### src/rtl/mlt_pkg.sv
// ----------------------------------------------------------------------------
// MAC learning table package
// Shared sizes, codes and record types for the MAC learning table.
// ----------------------------------------------------------------------------
package mlt_pkg;

    localparam int CAPACITY = 256;
    localparam int IDX_W    = (CAPACITY > 1) ? $clog2(CAPACITY) : 1;
    localparam int CNT_W    = $clog2(CAPACITY + 1);
    localparam int KEY_W    = 48;
    localparam int HIT_W    = 16;

    localparam logic [HIT_W-1:0] HIT_MAX     = '1;
    localparam logic [15:0]      STALE_RESET = 16'd5000;

    typedef enum logic [1:0] {
        ACT_DETECT   = 2'd0,
        ACT_FIX      = 2'd1,
        ACT_FIX_LOST = 2'd2,
        ACT_CLEAR    = 2'd3
    } action_t;

    typedef enum logic [1:0] {
        ST_IDLE,
        ST_SEARCH,
        ST_MERGE
    } state_t;

    // Lookup request that walks down the row of cells.
    typedef struct packed {
        logic             valid;
        logic [KEY_W-1:0] key;
        logic             found;
        logic [IDX_W-1:0] idx;
        logic [HIT_W-1:0] hits;
    } token_t;

    // Per-entry attributes that do not take part in the key search.
    typedef struct packed {
        logic [31:0] first_time;
        logic [31:0] last_time;
        logic [23:0] signal_info;
        logic [15:0] label;
        logic [63:0] position;
        logic        position_valid;
    } entry_t;

endpackage

### src/rtl/mlt_cell.sv
// ----------------------------------------------------------------------------
// MAC learning table cell
// Holds one key and its hit count, compares the passing lookup request and
// hands the request on to the next cell in the cycle after.
// ----------------------------------------------------------------------------
module mlt_cell (
    input  logic                       aclk,
    input  logic                       aresetn,
    input  logic [mlt_pkg::IDX_W-1:0]  cell_idx,
    input  logic [mlt_pkg::CNT_W-1:0]  used_count,
    input  mlt_pkg::token_t            tok_in,
    output mlt_pkg::token_t            tok_out,
    input  logic                       wr_en,
    input  logic [mlt_pkg::IDX_W-1:0]  wr_idx,
    input  logic [mlt_pkg::KEY_W-1:0]  wr_key
);

    logic [mlt_pkg::KEY_W-1:0] key_reg;
    logic [mlt_pkg::HIT_W-1:0] hits_reg;
    logic [mlt_pkg::HIT_W-1:0] hits_inc;
    mlt_pkg::token_t           tok_reg;
    mlt_pkg::token_t           tok_next;
    logic                      occupied;
    logic                      match;

    // The cell only answers while its slot lies below the fill count.
    assign occupied = mlt_pkg::CNT_W'(cell_idx) < used_count;
    assign match    = tok_in.valid && !tok_in.found && occupied && (key_reg == tok_in.key);
    assign hits_inc = (hits_reg == mlt_pkg::HIT_MAX) ? hits_reg : hits_reg + 1'b1;

    // Mark the request when this cell holds its key.
    always_comb begin
        tok_next = tok_in;
        if (match) begin
            tok_next.found = 1'b1;
            tok_next.idx   = cell_idx;
            tok_next.hits  = hits_inc;
        end
    end

    // Key and count storage: an insert writes, a match bumps the count.
    always_ff @(posedge aclk) begin
        if (wr_en && (wr_idx == cell_idx)) begin
            key_reg  <= wr_key;
            hits_reg <= mlt_pkg::HIT_W'(1);
        end else if (match) begin
            hits_reg <= hits_inc;
        end
    end

    // Request stage toward the next cell.
    always_ff @(posedge aclk) begin
        if (!aresetn) begin
            tok_reg <= '0;
        end else begin
            tok_reg <= tok_next;
        end
    end

    assign tok_out = tok_reg;

endmodule

### config.mk
export PLATFORM = sky130hd
export DESIGN_NAME = mlt_cell
export DESIGN_NICKNAME = d
export VERILOG_FILES = /design/src/rtl/mlt_pkg.sv /design/src/rtl/mlt_cell.sv
export SDC_FILE = /design/constraint.sdc
export NUM_CORES = 1
export LEC_CHECK = 0
export BUFFER_PORTS_ARGS = -buffer_cell sky130_fd_sc_hd__buf_2
export CELL_PAD_IN_SITES_DETAIL_PLACEMENT = 2
export CELL_PAD_IN_SITES_GLOBAL_PLACEMENT = 2
export CORE_MARGIN = 4
export CORE_UTILIZATION = 31
export DETAILED_ROUTE_END_ITERATION = 8
export GPL_TIMING_DRIVEN = 0
export PLACE_DENSITY = 0.87
export SYNTH_ARGS = -nofsm -noshare
export SYNTH_HDL_FRONTEND = slang
export SYNTH_SLANG_ARGS = --single-unit
### constraint.sdc
create_clock -name aclk -period 9.9 [get_ports aclk]
set_input_delay 1.98 -clock aclk [delete_from_list [all_inputs] [get_ports aclk]]
set_output_delay 1.98 -clock aclk [all_outputs]
set_load 0.02 [all_outputs]
==> results of run 1 <==
-- logic make-up after synthesis --
group,count (synthesis),share of synthesized area
and+or+nand+nor,191,0.189
DFF,138,0.593
xor gates and xnor gates,66,0.106
AOI/OAI and AO/OA,53,0.0599
buffers and inverters,32,0.0236
adders and majority gates,8,0.0183
muxes,5,0.0103
-- cell usage after synthesis, types with 3 or more instances --
cell type	number	area, um^2
dfxtp_1	90	1800
and2_1	52	325
edfxtp_1	48	1440
nand2_1	47	176
xor2_1	46	403
a21oi_1	23	115
xnor2_1	20	175
clkbuf_1	19	71.3
nor2_1	18	67.6
nand4_1	12	75.1
nand3_1	11	55.1
nor4_1	11	68.8
inv_1	10	37.5
o21ai_0	10	50.1
nor3_1	9	45.0
ha_1	8	100
nor2b_1	8	50.1
mux2_2	5	56.3
or3_1	5	31.3
a211oi_1	4	30.0
and3_1	4	25.0
a21boi_0	3	22.5
and4_1	3	26.3
nor3b_1	3	22.5
-- final cells by class --
| class | instances | area share |
|---|---|---|
| Timing Repair Buffer | 228 | 0.157 |
| Clock inverter | 15 | 0.0182 |
| Tap cell | 225 | 0.0375 |
| Clock buffer | 17 | 0.0567 |
| Multi-Input combinational cell | 323 | 0.280 |
| Buffer | 21 | 0.0117 |
| Inverter | 11 | 0.00550 |
| Antenna cell | 3 | 0.00100 |
| Sequential cell | 138 | 0.432 |
-- stage by stage --
stage | total power [uW] | hold WS, ns | instance area (um^2)
6_report | 1360 | 0.548 | 7500
3_3_place_gp | 739 | 0.487 | 6870
5_1_grt | 1410 | 0.557 | 7500
2_1_floorplan | 677 | 0.471 | 5470
4_1_cts | 1370 | 0.543 | 7490
3_5_place_dp | 749 | 0.509 | 6930
-- path summary, 6_finish.rpt --
check / from / end / slack, ns / cells after the start
worst min-delay path: hits_reg[11] / hits_reg[11] / 0.55 / 2
worst min register to register: hits_reg[11] / hits_reg[11] / 0.55 / 2
worst max-delay path: cell_idx[7] / tok_out[7] / 5.35 / 9
worst max register to register: key_reg[0] / tok_out[7] / 6.69 / 7
-- layer usage --
metal	up-vias	part of all wire
met5	-	0.0012
met1	2377	0.35
li1	2197	-
met4	4	0.021
met2	177	0.55
met3	36	0.073
-- power by group --
group          leakage (uW)  switching, uW  total [uW]  internal [uW]
Sequential          0.00118           7.55         611            604
Combinational       0.00183           72.5         126           53.0
Clock              0.000269            271         620            349
-- worst min-delay path, delay by kind of cell (launching register included) --
kind / cells / cell delay (ns)
flops: 1 / 0.34
compound gates: 2 / 0.16
==> flow_summary_export.csv, run 1 <==
group,metric,value,unit
final_layout,stdcell_count,981,
sta,fmax,0.220,GHz
global_route,grt-busiest-layer,"met2",
final_layout,largest_reg_flops,74,
final_layout,area_growth_syn_to_layout,37.1,%
setup_path,crit_path_max_incr_delay,0.78,ns
clocking,post-cts-setup-buffers,0,
global_route,grt_pass1_vias,5666,
place,gp_congestion,0.826,
detailed_routing,num_vias,4791,
clocking,cts_sinks,138,
detailed_routing,wl,22400,um
final_layout,fill_cells,1820,
floorplan,fp.dieH,141,um
place,numPortBuffers,223,
final_layout,post-route-util,0.434,
logic_synthesis,synthCells,493,
sta,hold_viol,0,
global_route,gr-usage-met3,0.0831,
global_route,grt_max_degree,17,
setup_path,path_buf_inv,2,
detailed_routing,ant_nets,0,
logic_synthesis,synth_fp_nets,651,
final_layout,final_cell_mix,"buf_2, dfxtp_1, and2_1",
clocking,root_buffer,"clkbuf_16",
worst_hold_path,hold_path.class,"flop to flop",
floorplan,fp.coreArea,17300,um^2
power,p_leak,0.00328,uW
sta,finalWorstSetupSlack,5.35,ns
global_route,met2_usage,0.437,
setup_path,timing.critical_path.required,10.24,ns
power,power_density,181,nW/um^2
clocking,cts_resized,0,
final_layout,fin_nets,898,
sta,drv_slew,0,
clocking,cts_tree,"yes",
flow_run,cap_violations,0,
sta,final.period_utilization,0.460,
final_layout,drive_above_1_share,0.359,
logic_synthesis,syn_area,5470,um^2
logic_synthesis,avgSynthCellArea,11.1,um^2
detailed_routing,first_iter_violations,145,
setup_path,cp_top_family,"simple AND/OR/NAND/NOR gates",
sta,worst_slew_pin_slew,1.35,ns
detailed_routing,firstDrtPassIters,4,
final_layout,multi_input_area,2100,um^2
logic_synthesis,synthArstFlopShare,0,
clocking,cts_max_path_buffers,2,
place,dp_slack,4.93,ns
global_route,track_usage,0.228,
detailed_routing,viasPerCell,4.88,
global_route,overflow,0,
sta,slew_headroom,0.0910,
clocking,clk_pin_slew,0.06,ns
floorplan,io_pins,224,
setup_path,worst_setup_path_start_kind,"input pin",
place,dp_cells,946,
logic_synthesis,ys_ff_latch,138,
global_route,grt_pass1_wl,33900,um
clocking,postCtsHoldBufs,0,
setup_path,crit_path_top_delay_cell,"nor4b_1",
sta,setup_violations,0,
floorplan,die_area,19800,um^2
logic_synthesis,synth-edff-count,48,
clocking,clk_latency,0.43,ns
sta,rsz0062_at_grt,"no",
setup_path,cp.arrival,4.90,ns
place,hpwl,17100,um
run_status,status,"finished, final reports clean",
setup_path,path_class,"input pin to flop",
setup_path,critPathMaxFanout,10,
final_layout,regArea,3240,um^2
global_route,use_met1,0.224,
logic_synthesis,synth-warning-count,0,
global_route,antenna_found_initial,5,
floorplan,rows,48,
setup_path,end_kind,"flop",
clocking,h-tree-depth,4,
setup_path,cp_cell_sequence,"buf_2 > ha_1 > and3b_1 > nor4_1 > nand4_1 > nor4b_1 > clkbuf_1 > o211ai_1 > a21oi_1",
logic_synthesis,synth_cell_types,42,
clocking,cts_made_buffers,17,
floorplan,die_w,141,um
logic_synthesis,seq_area_frac_synth,0.593,
sta,finalCriticalPeriod,4.55,ns
final_layout,final_common_cell,"buf_2",
detailed_routing,routedWlPerCell,22.8,um
sta,skew,0.0132,ns
logic_synthesis,synth_flop_cell,"dfxtp_1",
power,vdd_drop_max,0.122,mV
detailed_routing,drc,0,
floorplan,start_util,0.316,
sta,setup_tns,0,ns
No activity file was read; power rests on OpenSTA's default activity.
==> run 2: changes to the inputs <==
--- a/config.mk
+++ b/config.mk
@@ -9,10 +9,10 @@
 export CELL_PAD_IN_SITES_DETAIL_PLACEMENT = 2
 export CELL_PAD_IN_SITES_GLOBAL_PLACEMENT = 2
 export CORE_MARGIN = 4
-export CORE_UTILIZATION = 31
+export CORE_UTILIZATION = 26
 export DETAILED_ROUTE_END_ITERATION = 8
 export GPL_TIMING_DRIVEN = 0
-export PLACE_DENSITY = 0.87
+export PLACE_DENSITY = 0.78
 export SYNTH_ARGS = -nofsm -noshare
 export SYNTH_HDL_FRONTEND = slang
 export SYNTH_SLANG_ARGS = --single-unit
==> constraint.sdc (replaced) <==
create_clock -name aclk -period 3.95 [get_ports aclk]
set_input_delay 0.79 -clock aclk [delete_from_list [all_inputs] [get_ports aclk]]
set_output_delay 0.79 -clock aclk [all_outputs]
set_load 0.02 [all_outputs]
==> run 2 against run 1 <==
- global-route usage decreased by 5.9 points
- final cell count increased by 4.4%
- sequential share of layout area decreased by 0.39 points
- clock power increased to 2.6 times the previous value
- cell area increased by 0.90%
- critical path type unchanged
- highest routed layer unchanged
==> flow_summary_export.csv, run 2 (same netlist as run 1, synthesis figures left out) <==
group,metric,value,unit
clocking,clk_latency,0.43,ns
final_layout,drive_above_1_share,0.357,
sta,worst_slew_pin_slew,1.12,ns
sta,fmax,0.305,GHz
sta,slew_headroom,0.250,
global_route,overflow,0,
setup_path,critPathMaxFanout,10,
setup_path,end_kind,"flop",
setup_path,cp_cell_sequence,"buf_2 > ha_1 > and3b_1 > o2111a_1 > a211oi_1 > nor4b_1 > clkbuf_1 > a211oi_1 > a31o_2",
setup_path,cp_top_family,"compound AO/OA/AOI/OAI gates",
clocking,cts_made_buffers,17,
setup_path,cp_common_cell,"a211oi_1",
power,power_density,456,nW/um^2
sta,final.period_utilization,0.831,
setup_path,crit_path_top_delay_cell,"nor4b_1",
detailed_routing,num_vias,4561,
clocking,root_buffer,"clkbuf_16",
final_layout,fill_cells,2244,
worst_hold_path,whs_path_depth,2,
setup_path,cp.arrival,3.59,ns
detailed_routing,first_iter_violations,181,
global_route,grt_max_degree,17,
floorplan,rows,52,
final_layout,area_growth_syn_to_layout,38.4,%
floorplan,die_w,153,um
detailed_routing,wl,19800,um
clocking,post-cts-setup-buffers,0,
global_route,antenna_found_initial,4,
sta,hold_viol,0,
clocking,cts_sinks,138,
clocking,clk_pin_slew,0.07,ns
run_status,status,"finished, final reports clean",
sta,rsz0062_at_grt,"no",
clocking,cts_tree,"yes",
final_layout,fin_nets,896,
setup_path,path_buf_inv,2,
clocking,cts_max_path_buffers,2,
sta,drv_slew,0,
sta,setup_violations,0,
power,vdd_drop_max,0.271,mV
place,place_area,6980,um^2
detailed_routing,viasPerCell,4.45,
place,dp_slack,0.176,ns
final_layout,largest_reg_flops,74,
sta,skew,0.0143,ns
setup_path,crit_path_max_incr_delay,0.65,ns
flow_run,cap_violations,0,
floorplan,start_util,0.267,
floorplan,fp.dieH,153,um
setup_path,timing.critical_path.required,4.26,ns
floorplan,fp.coreArea,20500,um^2
detailed_routing,routedWlPerCell,19.3,um
detailed_routing,ant_nets,0,
setup_path,ff2ff_path_depth,7,
clocking,cts_resized,0,
global_route,grt_pass1_vias,5194,
place,hpwl,15600,um
final_layout,post-route-cell-area,7570,um^2
detailed_routing,drc,0,
place,gp_congestion,0.801,
worst_hold_path,hold_path.class,"flop to flop",
floorplan,io_pins,224,
final_layout,final_cell_mix,"buf_2, dfxtp_1, and2_1",
setup_path,path_depth,9,
detailed_routing,firstDrtPassIters,4,
sta,finalWorstSetupSlack,0.667,ns
setup_path,worst_setup_path_start_kind,"input pin",
global_route,grt_pass1_wl,30200,um
clocking,h-tree-depth,4,
place,numPortBuffers,223,
final_layout,final_common_cell,"buf_2",
clocking,postCtsHoldBufs,0,
sta,finalCriticalPeriod,3.28,ns
floorplan,die_area,23400,um^2
global_route,track_usage,0.169,
setup_path,path_class,"input pin to flop",
power,p_leak,0.00329,uW
-- run 2: area by class of cell --
class	count	area (um^2)	area share
sequential	138	3240	0.428
multi-input combinational	323	2110	0.279
timing repair buffer	226	1160	0.153
clock buffer	18	429	0.0567
tap	270	338	0.0446
clock inverter	14	153	0.0202
buffer	21	87.6	0.0116
inverter	11	41.3	0.00545
antenna	3	7.51	0.000992
-- run 2: tightest hold or removal path, stage by stage, from the launching register on --
cell	delay [ns]
dfxtp_1	0.35
nand2_1	0.07
a21oi_1	0.05
-- run 2: final timing paths --
check | from | endpoint | slack [ns]
hold / removal | hits_reg[12] | hits_reg[12] | 0.51
setup / recovery | cell_idx[7] | hits_reg[9] | 0.67
hold reg to reg | hits_reg[12] | hits_reg[12] | 0.51
setup reg to reg | key_reg[35] | hits_reg[9] | 0.91
-- run 2: report_power, final --
group | leakage, uW | internal (uW) | switching (uW)
sequential | 0.00118 | 1510 | 15.2
combinational | 0.00183 | 132 | 174
clock | 0.000278 | 897 | 724
-- run 2: per-stage QoR --
step	instances	hold slack (ns)	util	total power [uW]	TNS (ns)
2_1_floorplan	493	0.471	-	1700	0
3_5_place_dp	989	0.513	0.341	1870	0
6_report	1024	0.512	0.369	3460	0
4_1_cts	1021	0.518	0.369	3510	0
5_1_grt	1021	0.513	0.369	3610	0
3_3_place_gp	986	0.494	0.338	1860	-59.49
-- run 2: per-layer routing --
metal,part of all wire,global-route usage,wire (um),vias to the layer above
li1,-,-,-,2199
met1,0.38,0.179,7570,2161
met2,0.50,0.301,9960,168
met3,0.092,0.0752,1810,29
met4,0.020,0.0564,387,4
met5,0.0017,0,34,-
